**src/sv/apq_pkg.sv**
```systemverilog
// ----------------------------------------------------------------------------
// apq_pkg
// Shared types and codes for the arrival-ordered process queue.
// ----------------------------------------------------------------------------
package apq_pkg;

   localparam int CMD_W            = 2;
   localparam int STATUS_W         = 2;
   localparam int KEY_W            = 32;
   localparam int PROCESS_HANDLE_W = 16;
   localparam int OCC_W            = 5;

   typedef logic [CMD_W-1:0]    cmd_type;
   typedef logic [STATUS_W-1:0] status_type;

   localparam cmd_type CMD_INSERT = 2'd0;
   localparam cmd_type CMD_PUSH   = 2'd1;
   localparam cmd_type CMD_POP    = 2'd2;

   localparam status_type STATUS_DONE  = 2'd0;
   localparam status_type STATUS_EMPTY = 2'd1;
   localparam status_type STATUS_FULL  = 2'd2;

   // Control part of the operation wave that travels down the cell row.
   typedef struct packed {
      logic             active;
      logic             is_pop;
      logic             sorted;
      logic             placed;
      logic [KEY_W-1:0] key;
   } wave_type;

endpackage

```
**src/sv/apq_cell.sv**
```systemverilog
// ----------------------------------------------------------------------------
// apq_cell
// One slot of the queue. Holds an entry and applies the passing operation
// wave to it, handing the displaced or carried entry to the next slot.
// ----------------------------------------------------------------------------
module apq_cell
   import apq_pkg::*;
#(
   parameter int HANDLE_W = 16
) (
   input  logic                clock,
   input  logic                reset,
   input  wave_type            carry_wave,
   input  logic [HANDLE_W-1:0] carry_handle,
   input  logic [KEY_W-1:0]    nbr_key,
   input  logic [HANDLE_W-1:0] nbr_handle,
   input  logic                nbr_valid,
   output wave_type            pass_wave,
   output logic [HANDLE_W-1:0] pass_handle,
   output logic [KEY_W-1:0]    slot_key,
   output logic [HANDLE_W-1:0] slot_handle,
   output logic                slot_valid
);

   logic [KEY_W-1:0]    key_ff, key_in;
   logic [HANDLE_W-1:0] handle_ff, handle_in;
   logic                valid_ff, valid_in;
   wave_type            wave_ff, wave_in;
   logic [HANDLE_W-1:0] whandle_ff, whandle_in;
   logic                take;

   // The slot takes the carried word once the insert point is found, when it
   // is empty, or when a sorted insert meets a strictly larger key here.
   assign take = carry_wave.placed || !valid_ff ||
                 (carry_wave.sorted && (key_ff > carry_wave.key));

   always_comb begin
      key_in            = key_ff;
      handle_in         = handle_ff;
      valid_in          = valid_ff;
      wave_in           = carry_wave;
      wave_in.active    = 1'b0;
      whandle_in        = carry_handle;
      if (carry_wave.active) begin
         if (carry_wave.is_pop) begin
            key_in         = nbr_key;
            handle_in      = nbr_handle;
            valid_in       = nbr_valid;
            wave_in.active = nbr_valid;
         end else if (take) begin
            key_in         = carry_wave.key;
            handle_in      = carry_handle;
            valid_in       = 1'b1;
            wave_in.key    = key_ff;
            wave_in.placed = 1'b1;
            wave_in.active = valid_ff;
            whandle_in     = handle_ff;
         end else begin
            wave_in.active = 1'b1;
         end
      end
   end

   always_ff @(posedge clock) begin
      if (reset) begin
         valid_ff <= 1'b0;
         wave_ff  <= '0;
      end else begin
         valid_ff <= valid_in;
         wave_ff  <= wave_in;
      end
      key_ff     <= key_in;
      handle_ff  <= handle_in;
      whandle_ff <= whandle_in;
   end

   assign pass_wave   = wave_ff;
   assign pass_handle = whandle_ff;
   assign slot_key    = key_ff;
   assign slot_handle = handle_ff;
   assign slot_valid  = valid_ff;

endmodule

```
**src/sv/arrival_ordered_process_queue.sv**
```systemverilog
// ----------------------------------------------------------------------------
// arrival_ordered_process_queue
// Bounded queue of (arrival key, process handle) entries built as a row of
// slot cells, with sorted insert, push to tail and pop from head.
// ----------------------------------------------------------------------------
// An operation enters the row at slot 0 and moves one slot per cycle; each
// slot shifts or takes an entry as the wave passes. The response word (status,
// popped entry, occupancy) is registered in the cycle after the request is
// accepted, and the next request is taken once the wave has left the occupied
// slots. A dropped insert, a pop of an empty queue or an unknown command sends
// no wave down the row. The response register lets a new request in while
// a response still waits, as long as the response side takes it in the same
// cycle.
module arrival_ordered_process_queue
   import apq_pkg::*;
#(
   parameter int CAPACITY    = 16,
   parameter int HANDLE_BITS = 16
) (
   input  logic                        clock,
   input  logic                        reset,
   input  logic                        req_valid,
   output logic                        req_ready,
   input  logic [CMD_W-1:0]            req_cmd,
   input  logic [KEY_W-1:0]            req_arrival_key,
   input  logic [PROCESS_HANDLE_W-1:0] req_process_handle,
   output logic                        rsp_valid,
   input  logic                        rsp_ready,
   output logic [STATUS_W-1:0]         rsp_status,
   output logic [KEY_W-1:0]            rsp_popped_key,
   output logic [PROCESS_HANDLE_W-1:0] rsp_popped_handle,
   output logic [OCC_W-1:0]            rsp_occupancy
);

   localparam int CNT_W = $clog2(CAPACITY + 1);
   localparam int HW    = (HANDLE_BITS < PROCESS_HANDLE_W) ? HANDLE_BITS
                                                           : PROCESS_HANDLE_W;

   logic [CNT_W-1:0]            count_ff, count_in;
   logic [CNT_W-1:0]            busy_ff, busy_load;
   wave_type                    wave0_ff, wave0_in;
   logic [HW-1:0]               whandle0_ff;
   logic                        rsp_valid_ff;
   status_type                  status_ff, status_in;
   logic [KEY_W-1:0]            pkey_ff, pkey_in;
   logic [PROCESS_HANDLE_W-1:0] phandle_ff, phandle_in;
   logic [OCC_W-1:0]            occ_ff;
   logic [CNT_W+OCC_W-1:0]      occ_wide;
   logic                        accept, launch, full, empty;

   wave_type                    wave_chain   [CAPACITY];
   logic [HW-1:0]               handle_chain [CAPACITY];
   logic [KEY_W-1:0]            cell_key     [CAPACITY];
   logic [HW-1:0]               cell_handle  [CAPACITY];
   logic                        cell_valid   [CAPACITY];

   assign accept    = req_valid && req_ready;
   assign req_ready = (busy_ff == '0) && (!rsp_valid_ff || rsp_ready);
   assign full      = (count_ff == CNT_W'(CAPACITY));
   assign empty     = (count_ff == '0);

   always_comb begin
      status_in  = STATUS_DONE;
      pkey_in    = '0;
      phandle_in = '0;
      count_in   = count_ff;
      launch     = 1'b0;
      busy_load  = '0;
      unique case (req_cmd)
         CMD_INSERT, CMD_PUSH: begin
            if (full) begin
               status_in = STATUS_FULL;
            end else begin
               launch    = 1'b1;
               count_in  = count_ff + 1'b1;
               busy_load = count_ff + 1'b1;
            end
         end
         CMD_POP: begin
            if (empty) begin
               status_in = STATUS_EMPTY;
            end else begin
               pkey_in    = cell_key[0];
               phandle_in = PROCESS_HANDLE_W'(cell_handle[0]);
               launch     = 1'b1;
               count_in   = count_ff - 1'b1;
               busy_load  = count_ff;
            end
         end
         default: begin
         end
      endcase
   end

   assign occ_wide = (CNT_W + OCC_W)'(count_in);

   always_comb begin
      wave0_in.active = accept && launch;
      wave0_in.is_pop = (req_cmd == CMD_POP);
      wave0_in.sorted = (req_cmd == CMD_INSERT);
      wave0_in.placed = 1'b0;
      wave0_in.key    = req_arrival_key;
   end

   always_ff @(posedge clock) begin
      if (reset) begin
         count_ff     <= '0;
         busy_ff      <= '0;
         wave0_ff     <= '0;
         rsp_valid_ff <= 1'b0;
      end else begin
         wave0_ff <= wave0_in;
         if (accept) begin
            count_ff     <= count_in;
            busy_ff      <= busy_load;
            rsp_valid_ff <= 1'b1;
         end else begin
            if (busy_ff != '0) begin
               busy_ff <= busy_ff - 1'b1;
            end
            if (rsp_ready) begin
               rsp_valid_ff <= 1'b0;
            end
         end
      end
      whandle0_ff <= req_process_handle[HW-1:0];
      if (accept) begin
         status_ff  <= status_in;
         pkey_ff    <= pkey_in;
         phandle_ff <= phandle_in;
         occ_ff     <= occ_wide[OCC_W-1:0];
      end
   end

   for (genvar i = 0; i < CAPACITY; i++) begin : g_cell
      wave_type         w_in;
      logic [HW-1:0]    h_in;
      logic [KEY_W-1:0] n_key;
      logic [HW-1:0]    n_handle;
      logic             n_valid;

      if (i == 0) begin : g_first
         assign w_in = wave0_ff;
         assign h_in = whandle0_ff;
      end else begin : g_next
         assign w_in = wave_chain[i-1];
         assign h_in = handle_chain[i-1];
      end

      if (i == CAPACITY - 1) begin : g_last
         assign n_key    = '0;
         assign n_handle = '0;
         assign n_valid  = 1'b0;
      end else begin : g_inner
         assign n_key    = cell_key[i+1];
         assign n_handle = cell_handle[i+1];
         assign n_valid  = cell_valid[i+1];
      end

      apq_cell #(
         .HANDLE_W(HW)
      ) u_cell (
         .clock       (clock),
         .reset       (reset),
         .carry_wave  (w_in),
         .carry_handle(h_in),
         .nbr_key     (n_key),
         .nbr_handle  (n_handle),
         .nbr_valid   (n_valid),
         .pass_wave   (wave_chain[i]),
         .pass_handle (handle_chain[i]),
         .slot_key    (cell_key[i]),
         .slot_handle (cell_handle[i]),
         .slot_valid  (cell_valid[i])
      );
   end

   assign rsp_valid         = rsp_valid_ff;
   assign rsp_status        = status_ff;
   assign rsp_popped_key    = pkey_ff;
   assign rsp_popped_handle = phandle_ff;
   assign rsp_occupancy     = occ_ff;

   // The entry count never passes the number of slots.
   a_count_bound: assert property (@(posedge clock) disable iff (reset)
      count_ff <= CNT_W'(CAPACITY))
      else $error("entry count above capacity");

   // Once the wave has drained, the head slot holds an entry exactly when
   // the queue is not empty.
   a_head_matches_count: assert property (@(posedge clock) disable iff (reset)
      (busy_ff == '0 && !wave0_ff.active) |-> (cell_valid[0] == (count_ff != '0)))
      else $error("head slot disagrees with entry count");

   // A wave always stops inside the row.
   a_wave_in_row: assert property (@(posedge clock) disable iff (reset)
      !wave_chain[CAPACITY-1].active)
      else $error("operation wave ran past the last slot");

   // A full report is only given with the queue at capacity.
   a_full_status: assert property (@(posedge clock) disable iff (reset)
      (rsp_valid_ff && status_ff == STATUS_FULL) |-> full)
      else $error("full status while queue not full");

   // An empty report is only given with nothing queued.
   a_empty_status: assert property (@(posedge clock) disable iff (reset)
      (rsp_valid_ff && status_ff == STATUS_EMPTY) |-> empty)
      else $error("empty status while queue holds entries");

endmodule

```
**config.mk**
```make
export PLATFORM = sky130hd
export DESIGN_NAME = arrival_ordered_process_queue
export DESIGN_NICKNAME = d
export VERILOG_FILES = /design/src/sv/apq_pkg.sv /design/src/sv/apq_cell.sv /design/src/sv/arrival_ordered_process_queue.sv
export SDC_FILE = /design/constraint.sdc
export NUM_CORES = 2
export LEC_CHECK = 0
export BUFFER_PORTS_ARGS = -buffer_cell sky130_fd_sc_hd__buf_4
export CORE_MARGIN = 2
export CORE_UTILIZATION = 52
export CTS_CLUSTER_DIAMETER = 50
export DETAILED_ROUTE_END_ITERATION = 8
export PLACE_DENSITY = 0.66
export SLEW_MARGIN = 0
export SYNTH_ARGS = -nofsm -noshare
export SYNTH_HDL_FRONTEND = slang
export SYNTH_SLANG_ARGS = --single-unit
```
**constraint.sdc**
```tcl
create_clock -name clock -period 7.3 [get_ports clock]
set_clock_uncertainty 0.1 [all_clocks]
set_input_delay 1.095 -clock clock [delete_from_list [all_inputs] [get_ports clock]]
set_output_delay 1.095 -clock clock [all_outputs]
set_load 0.05 [all_outputs]
```
# Word-level counts from Yosys, hierarchy flattened
# Index checks and enable logic that the tools add are counted.
word_totals:
  output_inout_bits: 57
  in_bits: 54
  regBits: 1682
classes:
  magnitude_cmp: 16
  muxes: 230
  bitwise: 16
  eq_ne: 3
  n_addsub: 3
  n_reduce_logical: 124
ops:
  columns: ["op", "count"]
  rows:
  - ["33-bit 2-to-1 mux", 45]
  - ["16-bit 2-to-1 mux", 76]
  - ["32-bit 2-to-1 mux", 31]
  - ["32-bit greater-than comparator", 16]
  - ["1-bit 2-to-1 mux", 67]
  - ["2-bit nonzero test", 18]
  - ["2-bit OR reduction", 17]
  - ["1-bit logical OR", 33]
  - ["2-bit AND reduction", 16]
  - ["5-bit 2-to-1 mux", 6]
  - ["5-bit one-hot mux with 2 select lines", 2]
  - ["1-bit logical AND", 19]
  - ["1-bit zero test", 17]
  - ["1-bit NOT", 16]
  - ["5-bit zero test", 2]
  - ["5-bit by 1-bit subtractor with 5-bit output (second input constant)", 2]
  - ["5-bit by 1-bit adder with 5-bit output (second input constant)", 1]
  - ["5-bit == test (second input constant)", 1]
  - ["5-bit nonzero test", 1]
  - ["2-bit one-hot mux with 2 select lines", 1]
  - ["2-bit by 1-bit == test with 1-bit output (second input constant)", 1]
  - ["2-bit == test (second input constant)", 1]
  - ["2-bit zero test", 1]
  - ["2-bit 2-to-1 mux", 1]
  - ["1-bit one-hot mux with 2 select lines", 1]

# Logic depth before layout (Yosys ltp)
logic_depth:
  depth_word: 6
  mapped_depth: 12
  mapped_depth_nobuf: 10

# Hierarchy
# From an unflattened synthesis, not the netlist that was laid out.
hier_totals:
  cells_unflattened: 8750
  area_unflattened_um2: 90354.2
modules_own_cells:
  columns: ["module", "seq_area_each_um2", "area_each_um2", "n_inst", "cells_each"]
  rows:
  - ["apq_cell at g_cell[0].u_cell ...", 2502.4, 5457.7, 13, 537]
  - ["apq_cell at g_cell[7].u_cell ...", 2502.4, 5069.9, 3, 481]
  - ["arrival_ordered_process_queue", 2892.8, 4194.0, 1, 326]

# Least setup slack after synthesis
# Ideal clock, no wire load.
synth_timing:
  path_type: "reg2reg"
  start: "register g_cell[5].u_cell.key_ff[26]"
  end: "register g_cell[5].u_cell.handle_ff[0], enable pin"
  path_stages_with_launch: 10
  t_arrival_ns: 5.354
  setup_slack_ns: 1.319
  setup_ns: 0.527
  period_less_slack_ns: 5.981
  cell_sequence: "edfxtp_1 -> ha_1 -> nand4_1 -> nor3_1 -> nand2_1 -> nor3_1 -> o41ai_2 -> buf_4 -> clkbuf_1 -> a21boi_0"
synth_via:
  elab_chain_cells: 5
synth_lines:
  columns: ["element", "line", "rtl"]
  rows:
  - ["from (decl)", "apq_cell.sv:25", "logic [KEY_W-1:0] key_ff, key_in;"]
  - ["from (signal assigned)", "apq_cell.sv:72", "key_ff <= key_in;"]
  - ["32-bit greater-than comparator", "apq_cell.sv:35", "(carry_wave.sorted && (key_ff > carry_wave.key));"]
  - ["1-bit logical AND", "apq_cell.sv:35", null]
  - ["1-bit logical OR", "apq_cell.sv:34", "assign take = carry_wave.placed || !valid_ff ||"]
  - ["2-bit nonzero test (no source line)", null, null]
  - ["2-bit AND reduction (no source line)", null, null]
  - ["to (signal assigned)", "apq_cell.sv:73", "handle_ff <= handle_in;"]
  - ["to (decl)", "apq_cell.sv:26", "logic [HANDLE_W-1:0] handle_ff, handle_in;"]
# No other way between the ends.
# A chain may end at the register's enable or synchronous reset.

# Worst setup path after layout
layout_timing:
  start: "register g_cell[10].u_cell.key_ff[14]"
  end: "register g_cell[10].u_cell.handle_ff[5], enable pin"
layout_via:
  elab_chain_cells: 5
layout_lines:
  columns: ["element", "line"]
  rows:
  - ["from (decl)", "apq_cell.sv:25"]
  - ["from (signal assigned)", "apq_cell.sv:72"]
  - ["32-bit greater-than comparator", "apq_cell.sv:35"]
  - ["1-bit logical AND", "apq_cell.sv:35"]
  - ["1-bit logical OR", "apq_cell.sv:34"]
  - ["2-bit nonzero test (no source line)", null]
  - ["2-bit AND reduction (no source line)", null]
  - ["to (signal assigned)", "apq_cell.sv:73"]
  - ["to (decl)", "apq_cell.sv:26"]
# No other way between the ends.

==> flow_metrics.tcl <==
set metrics [dict create \
    met2_length_mm 83.1 \
    place_area_mm2 0.0797 \
    clock-sinks 1681 \
    drt-met1-wl_mm 80.6 \
    top_layer "met5" \
    synth_area_mm2 0.0773 \
    grt_pass1_vias 51300 \
    synth-seq-cells 1681 \
    wl_met3_mm 7.50 \
    criticalPathCategory "flop to flop" \
    synth_nets 7739 \
    syn2layout_area_growth_pct 11.4 \
    stdcell_count 9271 \
    worstSetupStartpointType "flop" \
    syn_area_per_cell_um2 10.8 \
    antenna_cells 0 \
    ys_seq_area_share_pct 54.2 \
    final_area_mm2 0.0861 \
    drt-initial-drc-count 3919 \
    cp.required_ns 7.61 \
    port_buffers 110 \
    cts_setup_buffers 0 \
    rows 141 \
    gp_congestion 0.896 \
    start_util_pct 52.3 \
    dp_cells 8916 \
    grt_antenna_before_repair 3 \
    critPathMaxFanout 48 \
    synth_edf_count 823 \
    dieWidth_um 389 \
    die_h_um 389 \
    cts_tree "done" \
    cts_resized 0 \
    relSlewSlack_pct 28.5 \
    clk_root_buffer_cell "clkbuf_16" \
    cap_violations 0 \
    ys_async_sr_fraction_pct 0 \
    cp_slowest_cell "nor4_1" \
    cts_hold_buf 0 \
    drc 0 \
    period_share_pct 58.4 \
    hpwlAfterDp_mm 122 \
    slowest_delay_ns 0.84 \
    setup_violations 0 \
    tightest_slew_ns 1.06 \
    fin_util_pct 58.3 \
    dr.pass1.iters 6 \
    clk_transition_reported_paths_ns 0.06 \
    clk_latency_ns 0.80 \
    grt_use_total_pct 23.2 \
    rsz0062_at_grt "false" \
    endpoint_kind "flop" \
    fin_tns_setup_ns 0 \
    dieArea_mm2 0.152 \
    arrival_ns 4.57 \
    crit_chain "ha_1, nand4_1, nor4_1, o21ai_0, a31oi_1, o21ai_0, a21boi_4, buf_4" \
    routed-via-count 51000 \
    hold_class "input port to flop" \
    r2r_setup_slack_ns 3.04 \
    syn-instance-count 7168 \
    ant_nets 0 \
    slew_violations 0 \
    finalWirelength_mm 178 \
    cpMostUsedCell "o21ai_0" \
    numCtsBuffers 189 \
    clk_path_buf_depth 3 \
    peakVddDrop_mv 0.188 \
    p_leak_uw 0.0325 \
    period_minus_slack_ns 4.26 \
    overflow 0 \
    synthFlopType "dfxtp_1" \
    routed_via_density 5.50 \
    htreeDepth 4 \
    drive_gt1_share_pct 12.3 \
    grt_pass1_wl_mm 284 \
    core_area_mm2 0.148 \
    nNetsFinal 7748 \
    cellPowerDensity_mw_per_mm2 251 \
    outcome "finished, final reports clean" \
    post_drt_wl_per_cell_um 19.2 \
    ys_warn_count 0 \
    grt_max_degree 195 \
    hold_viol_final 0 \
    pin_count 111 \
    final.fill_count 12200 \
    fmax_ghz 0.235 \
    ys_types 76 \
]
## Yosys cell counts, types with 13 or more instances
| cell | instances | share of area [%] |
|---|---|---|
| dfxtp_1 | 858 | 22 |
| edfxtp_1 | 823 | 32 |
| inv_1 | 758 | 3.7 |
| o21ai_0 | 719 | 4.7 |
| nand2_1 | 636 | 3.1 |
| ha_1 | 517 | 8.4 |
| a21oi_1 | 409 | 2.6 |
| mux2_2 | 350 | 5.1 |
| nor2_1 | 334 | 1.6 |
| mux2i_1 | 308 | 4.0 |
| clkbuf_1 | 256 | 1.2 |
| or3_1 | 192 | 1.6 |
| nand2b_1 | 165 | 1.3 |
| mux2_1 | 145 | 2.1 |
| nand4_1 | 99 | 0.80 |
| nor2b_1 | 74 | 0.60 |
| a21o_1 | 49 | 0.48 |
| and2_1 | 47 | 0.38 |
| nand3_1 | 43 | 0.28 |
| nor3_1 | 40 | 0.26 |
| buf_2 | 33 | 0.21 |
| buf_1 | 28 | 0.14 |
| buf_6 | 28 | 0.41 |
| a21boi_0 | 19 | 0.18 |
| a221oi_1 | 19 | 0.22 |
| nor3b_1 | 18 | 0.17 |
| o21ai_1 | 18 | 0.12 |
| a311oi_1 | 15 | 0.17 |
| buf_4 | 13 | 0.13 |
## worst paths after layout
kind,startpoint,to,cells past startpoint
setup / recovery,g_cell[10].u_cell.slot_key[14],g_cell[10].u_cell.slot_handle[5],8
hold / removal,req_process_handle[0],g_cell[0].h_in[0],1
setup reg to reg,g_cell[10].u_cell.slot_key[14],g_cell[10].u_cell.slot_handle[5],8
hold reg to reg,g_cell[0].u_cell.pass_handle[10],g_cell[1].u_cell.pass_handle[10],1
## registers in the layout, summed over array words and instances, names as in the netlist
name                       flops
g_cell.u_cell.slot_valid      16
g_cell.u_cell.pass_wave      540
g_cell.u_cell.slot_handle    256
g_cell.u_cell.pass_handle    240
g_cell.w_in                   35
g_cell.h_in                   16
rsp_valid                      1
rsp_popped_handle             16
rsp_occupancy                  5
rsp_status                     2
g_cell.u_cell.slot_key       512
count_ff                       5
rsp_popped_key                32
busy_ff                        5
## report_power, final
| group | total (µW) | switching [µW] | internal (µW) |
|---|---|---|---|
| combinational | 1430 | 874 | 560 |
| clock | 9690 | 3930 | 5760 |
| sequential | 10500 | 179 | 10300 |
| total | 21600 | 4990 | 16600 |
## metrics by stage
stage                     setup WS, ns  hold WS (ns)  total power, µW
after global placement            2.88         0.340            12100
after detailed placement          2.93         0.344            12100
after CTS                         2.90         0.224            21800
final                             3.04         0.294            21600
after floorplan                   1.32         0.318            11600
after global routing              2.79         0.242            22300
## per-layer routing
metal | track usage (%) | vias to the layer above
met2 | 37.9 | 1137
met4 | 8.94 | 2
li1 | - | 25000
met5 | 0 | -
met1 | 31.5 | 24500
met3 | 3.12 | 337
## worst max-delay path: cells and delay by family, from the launching register on
family / cells / cell delay [ns]
AO/OA/AOI/OAI: 4 / 1.33
adder cells (fa/ha/maj): 1 / 0.36
buffers and inverters: 1 / 0.56
flip-flops: 1 / 0.45
AND/OR/NAND/NOR: 2 / 1.04
## cells in the final DEF (no fill, tap or decap), types with 40 or more instances in the layout
| cell type | count |
|---|---|
| a21o_1 | 49 |
| a21oi_1 | 409 |
| and2_1 | 47 |
| buf_4 | 173 |
| clkbuf_1 | 52 |
| clkbuf_16 | 198 |
| dfxtp_1 | 843 |
| edfxtp_1 | 823 |
| ha_1 | 517 |
| inv_1 | 757 |
| mux2_1 | 145 |
| mux2_2 | 350 |
| mux2i_1 | 308 |
| nand2_1 | 636 |
| nand2b_1 | 165 |
| nand3_1 | 43 |
| nand4_1 | 99 |
| nor2_1 | 333 |
| nor2b_1 | 74 |
| nor3_1 | 40 |
| o21ai_0 | 719 |
| or3_1 | 192 |
## logic make-up after synthesis
kind of cell	Yosys count	share of synthesized area, %
compound gates	1358	9.80
xor+xnor	3	0.0340
fa+ha+maj	517	8.37
buf+inv	1117	5.81
flops	1681	54.2
mux	803	11.2
simple gates	1689	10.6
## cell type report
cell class	count	area (µm²)	share of cell area, %
clock buffer	269	5410	6.29
clock inverter	86	963	1.12
inverter	759	2850	3.31
multi-input combinational	4370	31200	36.2
sequential	1681	41900	48.7
tap	1930	2410	2.81
timing repair buffer	176	1350	1.57
No activity file was read; power rests on OpenSTA's default activity.
